File: config.mk
export PLATFORM = sky130hd
export DESIGN_NAME = spi_command_frame_builder_unit
export DESIGN_NICKNAME = d
export VERILOG_FILES = /design/src/hdl/scfb_pkg.sv /design/src/hdl/scfb_front.sv /design/src/hdl/scfb_fifo.sv /design/src/hdl/scfb_back.sv /design/src/hdl/spi_command_frame_builder_unit.sv
export SDC_FILE = /design/constraint.sdc
export NUM_CORES = 1
export LEC_CHECK = 0
export ABC_AREA = 0
export ABC_CLOCK_PERIOD_IN_PS = 12090
export BUFFER_PORTS_ARGS = -buffer_cell sky130_fd_sc_hd__buf_2
export CAP_MARGIN = 20
export CORE_MARGIN = 2
export CORE_UTILIZATION = 40
export DETAILED_ROUTE_END_ITERATION = 10
export PLACE_DENSITY_LB_ADDON = 0.05
export SYNTH_ARGS = -nofsm -noshare
export SYNTH_HDL_FRONTEND = slang
export SYNTH_HIERARCHICAL = 1
export SYNTH_SLANG_ARGS = --single-unit
export TNS_END_PERCENT = 30
File: constraint.sdc
create_clock -name clk_i -period 12.09 [get_ports clk_i]
set_input_delay 1.8135 -clock clk_i [delete_from_list [all_inputs] [get_ports clk_i]]
set_output_delay 1.8135 -clock clk_i [all_outputs]
set_load 0.03 [all_outputs]
File: src/hdl/scfb_pkg.sv
package scfb_pkg;

  // Input opcodes
  typedef enum logic {
    OP_START   = 1'b0,
    OP_PAYLOAD = 1'b1
  } opcode_e;

  // Work handed from front to back
  typedef enum logic {
    CMD_HDR     = 1'b0,
    CMD_PAYLOAD = 1'b1
  } cmd_kind_e;

  localparam logic [7:0] MAGIC_0         = 8'h41;
  localparam logic [7:0] MAGIC_1         = 8'h44;
  localparam logic [7:0] MAGIC_2         = 8'h41;
  localparam logic [7:0] MAGIC_3         = 8'h4D;
  localparam logic [7:0] HDR_BYTE_5      = 8'h00;
  localparam logic [7:0] HDR_BYTE_6      = 8'h01;
  localparam logic [7:0] TOTAL_LEN_BASE  = 8'h10;
  localparam logic [7:0] MODULE_LEN_BASE = 8'h06;

  // Fixed part of the header sum: magic plus bytes 5 and 6
  localparam logic [15:0] HDR_SUM_BASE = 16'(MAGIC_0) + 16'(MAGIC_1) + 16'(MAGIC_2)
                                       + 16'(MAGIC_3) + 16'(HDR_BYTE_5) + 16'(HDR_BYTE_6);

  // Byte positions within a frame
  localparam logic [3:0] POS_FIRST  = 4'd0;
  localparam logic [3:0] POS_BODY   = 4'd13;
  localparam logic [3:0] POS_SUM_LO = 4'd14;
  localparam logic [3:0] POS_SUM_HI = 4'd15;

  localparam int QUEUE_DEPTH = 4;
  localparam int QUEUE_AW    = $clog2(QUEUE_DEPTH);

  typedef struct packed {
    cmd_kind_e   kind;
    logic        last;       // module sum follows this command
    logic [7:0]  seq_number;
    logic [7:0]  total_len;
    logic [15:0] hdr_sum;
    logic [7:0]  module_addr;
    logic [7:0]  module_len;
    logic [7:0]  direction;
    logic [7:0]  command_code;
    logic [7:0]  data_byte;
    logic [15:0] module_sum; // sum including this command's bytes
  } cmd_t;

endpackage

File: src/hdl/scfb_front.sv
module scfb_front import scfb_pkg::*; (
  input  logic       clk_i,
  input  logic       rst_ni,
  input  logic       in_valid_i,
  output logic       in_ready_o,
  input  logic       opcode_i,
  input  logic [7:0] seq_number_i,
  input  logic [7:0] module_addr_i,
  input  logic [7:0] direction_i,
  input  logic [7:0] command_code_i,
  input  logic [7:0] payload_len_i,
  input  logic [7:0] data_byte_i,
  input  logic       full_i,
  output logic       push_o,
  output cmd_t       cmd_o
);

  logic        frame_open_q, frame_open_d;
  logic [7:0]  bytes_left_q, bytes_left_d;
  logic [15:0] module_sum_q, module_sum_d;

  logic        is_start;
  logic        accept;
  logic [7:0]  total_len;
  logic [7:0]  module_len;
  logic [15:0] hdr_sum;
  logic [15:0] init_sum;
  logic [7:0]  left_dec;
  logic [15:0] pay_sum;

  assign in_ready_o = !full_i;
  assign accept     = in_valid_i && in_ready_o;
  assign is_start   = (opcode_i == OP_START);

  assign total_len  = payload_len_i + TOTAL_LEN_BASE;
  assign module_len = payload_len_i + MODULE_LEN_BASE;
  assign hdr_sum    = HDR_SUM_BASE + {8'h00, seq_number_i} + {8'h00, total_len};
  assign init_sum   = {8'h00, module_addr_i} + {8'h00, module_len}
                    + {8'h00, direction_i} + {8'h00, command_code_i};
  assign left_dec   = bytes_left_q - 8'd1;
  assign pay_sum    = module_sum_q + {8'h00, data_byte_i};

  // Drop payload bytes that arrive outside an open frame
  assign push_o = accept && (is_start || frame_open_q);

  always_comb begin
    cmd_o.kind         = is_start ? CMD_HDR : CMD_PAYLOAD;
    cmd_o.last         = is_start ? (payload_len_i == 8'd0) : (left_dec == 8'd0);
    cmd_o.seq_number   = seq_number_i;
    cmd_o.total_len    = total_len;
    cmd_o.hdr_sum      = hdr_sum;
    cmd_o.module_addr  = module_addr_i;
    cmd_o.module_len   = module_len;
    cmd_o.direction    = direction_i;
    cmd_o.command_code = command_code_i;
    cmd_o.data_byte    = data_byte_i;
    cmd_o.module_sum   = is_start ? init_sum : pay_sum;
  end

  always_comb begin
    frame_open_d = frame_open_q;
    bytes_left_d = bytes_left_q;
    module_sum_d = module_sum_q;
    if (accept) begin
      if (is_start) begin
        frame_open_d = (payload_len_i != 8'd0);
        bytes_left_d = payload_len_i;
        module_sum_d = init_sum;
      end else if (frame_open_q) begin
        frame_open_d = (left_dec != 8'd0);
        bytes_left_d = left_dec;
        module_sum_d = pay_sum;
      end
    end
  end

  always_ff @(posedge clk_i or negedge rst_ni) begin
    if (!rst_ni) begin
      frame_open_q <= 1'b0;
      bytes_left_q <= 8'd0;
      module_sum_q <= 16'd0;
    end else begin
      frame_open_q <= frame_open_d;
      bytes_left_q <= bytes_left_d;
      module_sum_q <= module_sum_d;
    end
  end

endmodule

File: src/hdl/scfb_fifo.sv
module scfb_fifo import scfb_pkg::*; (
  input  logic clk_i,
  input  logic rst_ni,
  input  logic push_i,
  input  cmd_t wdata_i,
  input  logic pop_i,
  output cmd_t head_o,
  output logic empty_o,
  output logic full_o
);

  cmd_t                entry_q [QUEUE_DEPTH];
  logic [QUEUE_AW-1:0] wr_ptr_q, rd_ptr_q;
  logic [QUEUE_AW:0]   count_q;

  assign empty_o = (count_q == '0);
  assign full_o  = (count_q == (QUEUE_AW+1)'(QUEUE_DEPTH));
  assign head_o  = entry_q[rd_ptr_q];

  always_ff @(posedge clk_i or negedge rst_ni) begin
    if (!rst_ni) begin
      wr_ptr_q <= '0;
      rd_ptr_q <= '0;
      count_q  <= '0;
    end else begin
      if (push_i) wr_ptr_q <= wr_ptr_q + QUEUE_AW'(1);
      if (pop_i)  rd_ptr_q <= rd_ptr_q + QUEUE_AW'(1);
      if (push_i && !pop_i) begin
        count_q <= count_q + (QUEUE_AW+1)'(1);
      end else if (pop_i && !push_i) begin
        count_q <= count_q - (QUEUE_AW+1)'(1);
      end
    end
  end

  always_ff @(posedge clk_i) begin
    if (push_i) entry_q[wr_ptr_q] <= wdata_i;
  end

endmodule

File: src/hdl/scfb_back.sv
module scfb_back import scfb_pkg::*; (
  input  logic       clk_i,
  input  logic       rst_ni,
  input  cmd_t       head_i,
  input  logic       empty_i,
  output logic       pop_o,
  output logic       out_valid_o,
  input  logic       out_ready_i,
  output logic [7:0] out_byte_o,
  output logic       frame_end_o
);

  logic       fresh_q;
  logic [3:0] idx_q;
  logic       out_valid_q;
  logic [7:0] out_byte_q;
  logic       frame_end_q;

  logic [3:0] cur_idx;
  logic [3:0] end_idx;
  logic       advance;
  logic [7:0] sel_byte;

  // A fresh command starts at its first byte; payload enters at the body slot
  assign cur_idx = fresh_q ? ((head_i.kind == CMD_PAYLOAD) ? POS_BODY : POS_FIRST) : idx_q;
  assign end_idx = head_i.last ? POS_SUM_HI : POS_BODY;
  assign advance = !empty_i && (!out_valid_q || out_ready_i);
  assign pop_o   = advance && (cur_idx == end_idx);

  always_comb begin
    case (cur_idx)
      4'd0:    sel_byte = MAGIC_0;
      4'd1:    sel_byte = MAGIC_1;
      4'd2:    sel_byte = MAGIC_2;
      4'd3:    sel_byte = MAGIC_3;
      4'd4:    sel_byte = head_i.seq_number;
      4'd5:    sel_byte = HDR_BYTE_5;
      4'd6:    sel_byte = HDR_BYTE_6;
      4'd7:    sel_byte = head_i.total_len;
      4'd8:    sel_byte = head_i.hdr_sum[7:0];
      4'd9:    sel_byte = head_i.hdr_sum[15:8];
      4'd10:   sel_byte = head_i.module_addr;
      4'd11:   sel_byte = head_i.module_len;
      4'd12:   sel_byte = head_i.direction;
      4'd13:   sel_byte = (head_i.kind == CMD_PAYLOAD) ? head_i.data_byte
                                                       : head_i.command_code;
      4'd14:   sel_byte = head_i.module_sum[7:0];
      default: sel_byte = head_i.module_sum[15:8];
    endcase
  end

  always_ff @(posedge clk_i or negedge rst_ni) begin
    if (!rst_ni) begin
      fresh_q     <= 1'b1;
      idx_q       <= POS_FIRST;
      out_valid_q <= 1'b0;
    end else begin
      if (advance) begin
        out_valid_q <= 1'b1;
        fresh_q     <= pop_o;
        idx_q       <= cur_idx + 4'd1;
      end else if (out_ready_i) begin
        out_valid_q <= 1'b0;
      end
    end
  end

  always_ff @(posedge clk_i) begin
    if (advance) begin
      out_byte_q  <= sel_byte;
      frame_end_q <= (cur_idx == POS_SUM_HI);
    end
  end

  assign out_valid_o = out_valid_q;
  assign out_byte_o  = out_byte_q;
  assign frame_end_o = frame_end_q;

endmodule

File: src/hdl/spi_command_frame_builder_unit.sv
// Command frame serializer. Items are accepted one per cycle while the
// four-entry command queue has room; a start item yields 14 output bytes (16 when
// its payload length is zero) and a payload byte yields 1 (3 when it is the last
// one, carrying the module sum). The output side drives one frame byte per cycle
// while the receiver takes them, so over a frame the rate is set by the output
// register. Payload bytes sent while no frame is open are accepted and discarded.
// A start while a frame is open abandons that frame without its checksum.
// frame_end_o marks the last byte of a frame.
module spi_command_frame_builder_unit import scfb_pkg::*; (
  input  logic       clk_i,
  input  logic       rst_ni,
  input  logic       in_valid_i,
  output logic       in_ready_o,
  input  logic       opcode_i,
  input  logic [7:0] seq_number_i,
  input  logic [7:0] module_addr_i,
  input  logic [7:0] direction_i,
  input  logic [7:0] command_code_i,
  input  logic [7:0] payload_len_i,
  input  logic [7:0] data_byte_i,
  output logic       out_valid_o,
  input  logic       out_ready_i,
  output logic [7:0] out_byte_o,
  output logic       frame_end_o
);

  logic push;
  logic pop;
  logic full;
  logic empty;
  cmd_t push_cmd;
  cmd_t head_cmd;

  scfb_front u_front (
    .clk_i          (clk_i),
    .rst_ni         (rst_ni),
    .in_valid_i     (in_valid_i),
    .in_ready_o     (in_ready_o),
    .opcode_i       (opcode_i),
    .seq_number_i   (seq_number_i),
    .module_addr_i  (module_addr_i),
    .direction_i    (direction_i),
    .command_code_i (command_code_i),
    .payload_len_i  (payload_len_i),
    .data_byte_i    (data_byte_i),
    .full_i         (full),
    .push_o         (push),
    .cmd_o          (push_cmd)
  );

  scfb_fifo u_fifo (
    .clk_i   (clk_i),
    .rst_ni  (rst_ni),
    .push_i  (push),
    .wdata_i (push_cmd),
    .pop_i   (pop),
    .head_o  (head_cmd),
    .empty_o (empty),
    .full_o  (full)
  );

  scfb_back u_back (
    .clk_i       (clk_i),
    .rst_ni      (rst_ni),
    .head_i      (head_cmd),
    .empty_i     (empty),
    .pop_o       (pop),
    .out_valid_o (out_valid_o),
    .out_ready_i (out_ready_i),
    .out_byte_o  (out_byte_o),
    .frame_end_o (frame_end_o)
  );

endmodule

Yosys cells after proc, flatten, opt, wreduce, memory -nomap -nowiden
Memories as Yosys holds them, arrays and structs flattened. Cells that the tools add are included.

Register bits after elaboration: 47. Memory bits (writable): 360. Logic and storage cells: 88. Bits in read-only memories: 0. Bits in latches: 0. Memories: 1. Input port bits: 53.

Memory list: u_fifo.entry_q (depth 4, bits a word 90, rd ports 1, clocked after Yosys merged registers in 0, wr ports 1, RTL line scfb_fifo.sv:12) `cmd_t entry_q [QUEUE_DEPTH];`.

Add/sub/neg operators: 14. $mul: 0. Shift operators: 0. Order comparisons: 0. Div/mod/pow operators: 0. Equal/unequal tests: 18. Muxes and demuxes: 20. Bitwise operators: 1. Reduce and logical (&&, ||, !) cells: 23.

Operators with widths (number): 8-bit one-hot mux with 14 select lines (1); 16-bit by 8-bit adder with 16-bit output (4); 16-bit two-way mux (3); 4-bit equality test (second input constant) (8); 8-bit two-way mux (3); 4-bit by 3-bit equality test with 1-bit output (second input constant) (4); 8-bit zero test (2); 8-bit nonzero test (2); 9-bit by 8-bit adder with 10-bit output (first input constant) (1); 8-bit by 8-bit adder with 9-bit output (1); 8-bit by 3-bit adder with 8-bit output (second input constant) (1); 8-bit by 5-bit adder with 8-bit output (second input constant) (1); 4-bit by 2-bit equality test with 1-bit output (second input constant) (2); 1-bit two-way mux (8); 4-bit two-way mux (2); 8-bit by 1-bit subtractor with 8-bit output (second input constant) (1); 1-bit logical AND (6); 3-bit two-way mux (2); 1-bit zero test (5); 2-bit by 1-bit adder with 2-bit output (second input constant) (2); 4-bit by 1-bit adder with 4-bit output (second input constant) (1); 4-bit by 1-bit equality test with 1-bit output (second input constant) (1); 4-bit equality test (1); 4-bit zero test (1); 11 further kinds (13).

Depth between registers and ports, before layout
Depth after elaboration: 8. Depth in mapped cells: 15.

Modules after synthesis
Netlist, hierarchy kept.

By module, submodules not included: scfb_fifo (seq. area each 10985.5 sq um, cells each 504, instances 1, area each 13386.6 sq um); scfb_front (seq. area each 625.6 sq um, cells each 447, instances 1, area each 3719.8 sq um); scfb_back (seq. area each 421.7 sq um, cells each 161, instances 1, area each 1448.9 sq um).

Worst setup path after synthesis
Ideal clock, no wire load.

Kind: input to register. From: in in_valid_i. To: mem u_fifo/entry_q[1][0] in the netlist's numbering (enable). Buffers on the path: 2. Stages on the path: 6. Required time: 11.631 ns. Path slack: 6.752 ns. Arrival: 4.880 ns. Path through: nor2b_1 clkbuf_1 nand2b_1 inv_1 buf_2 and2_1.

Longest elaborated chain between the ends: 4.

RTL lines: start, declared (RTL line spi_command_frame_builder_unit.sv:12) `input logic in_valid_i,`; 1-bit logical AND (RTL line scfb_front.sv:32) `assign accept = in_valid_i && in_ready_o;`; 1-bit logical AND (RTL line scfb_front.sv:44) `assign push_o = accept && (is_start || frame_open_q);`; net push (RTL line spi_command_frame_builder_unit.sv:27) `logic push;`; 1-bit two-way mux (RTL line scfb_fifo.sv:37) `if (push_i) entry_q[wr_ptr_q] <= wdata_i;`; 1-bit two-way mux (implied by the code) (RTL line scfb_fifo.sv:37); end, declared (RTL line scfb_fifo.sv:12).

The timed path passes the listed nets, and every way through them passes these cells.

Worst setup path in the final report
From: in in_valid_i. To: mem u_fifo/entry_q[0][51] in the netlist's numbering (enable).

The elaborated chain is that of the path after synthesis.

==> summary.md <==
| Metric | Value |
|---|---|
| Part of the cycle the worst path needs | `39.8%` |
| Number of top-level pins | `64` |
| Setup TNS | `0 ns` |
| Launch point of the worst reg-to-reg path | `u_fifo/rd_ptr_q[0]` |
| Crit path cell chain | `buf_2 -> nor2b_1 -> nand2b_1 -> inv_1 -> buf_4 -> and2_4 -> buf_4` |
| Classification of the worst setup path | `input pin to flip-flop` |
| Netlist Area Pre-Place | `18600 µm²` |
| Buffers plus inverters on the worst setup path | `4` |
| Required time of the critical path | `12.27 ns` |
| H-tree depth | `2` |
| TritonCTS clock tree | `done` |
| Static leakage | `7.18 nW` |
| Count of hold-fix buffers inserted at cts | `0` |
| Cell-internal power | `3.43 mW` |
| Sequential share of the synthesized area | `64.8%` |
| Floorplan die area | `48100 µm²` |
| Mapped Avg Cell Area | `16.7 µm²` |
| Multiplexer area fraction after synthesis | `12.6%` |
| Synth-to-Final Area Change | `10.0%` |
| Post-synthesis share of cell area spent on full adders, half adders and majority gates | `5.26%` |
| Switching Power | `1.77 mW` |
| Worst hold path type | `flip-flop to flip-flop` |
| Post-Synth XOR/XNOR Area | `2.03%` |
| Number of buffers added by the clock tree synthesis step | `46` |
| Final Hold Viols | `0` |
| Half-perimeter wire length after placement | `28400 µm` |
| Clock network latency to the later pin of the worst-skew pair | `0.57 ns` |
| Flops & latches, synth | `407` |
| Fraction of power consumed by the clock network | `24.8%` |
| Max frequency | `0.208 GHz` |
| Combinational group share of total power | `34.5%` |
| Count of final max-slew check failures | `0` |
| Setup slack, reg-to-reg | `7.32 ns` |
| Drt drc | `0` |
| Drt wl/cell | `24.9 µm` |
| Total iterations of the first detailed-routing run | `5` |
| Remaining Overflow, GRT | `0` |
| CTS clk-pin slew, worst paths | `0.06 ns` |
| Number of cells on the worst hold path | `2` |
| Instance count of the mapped netlist | `1112` |
| Part of the power in registers | `40.7%` |
| Critical Path Sink Type | `flip-flop` |
| Clock Path Buffers | `3` |
| Vias per std cell | `5.41` |
| Final layout net count | `1259` |
| Number of failing setup endpoints in the final timing report | `0` |
| Arr. time, crit path | `4.99 ns` |
| Initial antenna violation count | `0` |
| Depth of the worst register-to-register path | `11` |
| EDFF count, synth | `369` |
| Number of global-route vias before repair | `9754` |
| Routed Antenna Nets | `0` |
| Post-Route Hold Slack | `0.491 ns` |
| Highest-count cells in the layout ignoring fill and taps | `edfxtp_1, mux4_2, inv_1` |
| Kind of cell adding the most delay to the critical path | `simple AND/OR/NAND/NOR gates` |
| Worst slew pin tran | `0.904 ns` |
| Largest cells by area after synthesis | `edfxtp_1, mux4_2, dfrtp_1, ha_1, buf_4` |
| Initial core utilization | `40.7%` |
| Simple-gate area share of the yosys netlist | `3.87%` |
| RSZ-0062 raised after global routing | `no` |
| Number of buffers added for setup after CTS | `0` |
| Post-synthesis compound-gate area fraction | `5.91%` |
| Relative slew slack | `39.7%` |
| Master cell of the clock root buffer | `clkbuf_16` |
| Share of synthesized flip-flops with an asynchronous set or reset | `9.34%` |
| Worst path slowest cell | `buf_4` |
| Longest individual stage delay on the worst path | `0.79 ns` |
| Horizontal die dimension | `219 µm` |
| Biggest fanout along the worst timing path | `50` |
| Post-CTS Resized | `0` |
| Warnings, synthesis | `6` |
| Max rail drop VDD | `0.103 mV` |
| Switching part of the total power | `34.0%` |
| Proportion of layout cells with a drive suffix above 1 | `22.3%` |
| RR Endpoint | `u_fifo/count_q[1]` |
| Total number of placement rows | `78` |
| Total via count after detailed routing | `9612` |
| Worst Min Path Start | `u_front/module_sum_q[2]` |
| Clk sink count | `407` |
| Max-cap check violation count | `0` |
| Main synth FF type | `edfxtp_1` |
| Cell area power density | `255 nW/µm²` |
| Final WL | `44200 µm` |
| All-layer global routing usage | `19.0%` |
| Post-route total power | `5.20 mW` |
| Design area | `20400 µm²` |
| Post-detailed-placement cell area | `19000 µm²` |
| Vert. Die Dim | `219 µm` |
| Core Area | `45600 µm²` |
| Most used cell, CP | `buf_4` |
| Post-synth top area cell | `edfxtp_1` |
| Detailed Route Iter0 Violations | `874` |
| Weighted congestion reported at the end of routability-driven placement | `0.768` |
| Dominant combinational cell family by area after synthesis | `multiplexers` |
| Largest net degree at the start of global routing | `60` |
| Global-route wire length before repair | `65600 µm` |
| Hold Crit Endpoint | `u_front/module_sum_q[2]` |
| Top cell type's share of synthesized area | `59.7%` |
| Synth unique cells | `62` |
| Number of port buffers | `63` |
| Crit path launch type | `input pin` |
| Outcome | `finished, final reports clean` |
| Most common cell after layout, fill and taps aside | `edfxtp_1` |
| Post-layout min period | `4.81 ns` |
| Setup clock skew after layout | `0.0132 ns` |
-- kinds of logic after synthesis --
kind of cell	count (synthesis)
adders and majority gates	66
buffers and inverters	175
DFF	407
AOI/OAI and AO/OA	156
xor gates and xnor gates	43
muxes	118
and+or+nand+nor	146
other	1
-- flip-flops by register name, summed over array words and instances, names as in the netlist --
| signal | flops |
|---|---|
| u_back/frame_end_o | 1 |
| u_back/fresh_q | 1 |
| u_back/idx_q | 4 |
| u_back/out_byte_o | 8 |
| u_back/out_valid_o | 1 |
| u_fifo/count_q | 3 |
| u_fifo/entry_q | 360 |
| u_fifo/rd_ptr_q | 2 |
| u_fifo/wr_ptr_q | 2 |
| u_front/bytes_left_q | 8 |
| u_front/frame_open_q | 1 |
| u_front/module_sum_q | 16 |
-- worst reg2reg max path, cell delays in order, from the launching register on --
cell	delay (ns)
dfrtp_4	0.83
buf_4	0.64
buf_4	0.77
mux4_2	0.64
xnor2_1	0.17
nand3_1	0.11
nor2_1	0.44
inv_1	0.10
ha_1	0.22
inv_1	0.07
fa_1	0.40
mux2_2	0.27
-- metrics by stage --
step	instances	worst slack (ns)	utilization [%]
2_1_floorplan	1117	6.75	-
3_3_place_gp	1691	6.62	41.7
3_5_place_dp	1691	6.62	41.7
4_1_cts	1774	7.18	44.7
5_1_grt	1775	6.83	44.8
6_report	1776	7.28	44.8
-- metal layers --
layer / vias to the layer above / routed length [µm] / global-route usage, %
li1: 4299 / - / -
met1: 5019 / 21100 / 28.8
met2: 241 / 19900 / 28.2
met3: 53 / 2390 / 3.56
met4: 0 / 788 / 4.48
met5: - / 0 / 0
-- how the worst max path moves through the flow --
| stage | end | slack (ns) | cells after the start | start |
|---|---|---|---|---|
| after global placement | u_fifo/entry_q[2][17] | 6.62 | 8 | opcode_i |
| after floorplan | u_fifo/entry_q[1][0] | 6.75 | 6 | in_valid_i |
| after detailed placement | u_fifo/entry_q[3][17] | 6.62 | 8 | opcode_i |
| after CTS | u_fifo/count_q[1] | 7.18 | 11 | u_fifo/rd_ptr_q[0] |
| final | u_fifo/entry_q[0][51] | 7.28 | 7 | in_valid_i |
| after global routing | u_fifo/count_q[1] | 6.83 | 11 | u_fifo/rd_ptr_q[0] |
-- layout make-up --
| cell class | instances | area [µm²] |
|---|---|---|
| tap | 600 | 751 |
| sequential | 407 | 12000 |
| antenna | 1 | 2.50 |
| fill | 3969 | 25200 |
| multi-input combinational | 535 | 5540 |
| clock inverter | 19 | 116 |
| inverter | 74 | 278 |
| clock buffer | 64 | 1260 |
| timing repair buffer | 76 | 425 |
-- synth_stat cells (8+ instances only) --
| library cell | number |
|---|---|
| edfxtp_1 | 369 |
| o22ai_1 | 10 |
| nand3_1 | 12 |
| and2_1 | 10 |
| nand2_1 | 38 |
| inv_1 | 74 |
| a22oi_1 | 18 |
| a22o_1 | 8 |
| mux4_2 | 90 |
| nor2b_1 | 9 |
| a21oi_1 | 35 |
| a21o_1 | 8 |
| nor2_1 | 35 |
| mux2_2 | 18 |
| buf_6 | 15 |
| xor2_1 | 18 |
| buf_2 | 18 |
| a222oi_1 | 8 |
| dfrtp_1 | 37 |
| buf_4 | 54 |
| nand2b_1 | 13 |
| ha_1 | 46 |
| o21ai_0 | 24 |
| xnor2_1 | 25 |
| clkbuf_1 | 10 |
| fa_1 | 20 |
-- power by group through the flow --
stage	clock, mW	combinational (mW)	sequential (mW)
detailed placement	0	1.82	2.15
floorplan	0	1.33	2.10
global placement	0	1.82	2.15
global route	1.39	1.96	2.15
CTS	1.33	1.82	2.13
finish	1.29	1.79	2.12
(Power assumes the default switching activity.)
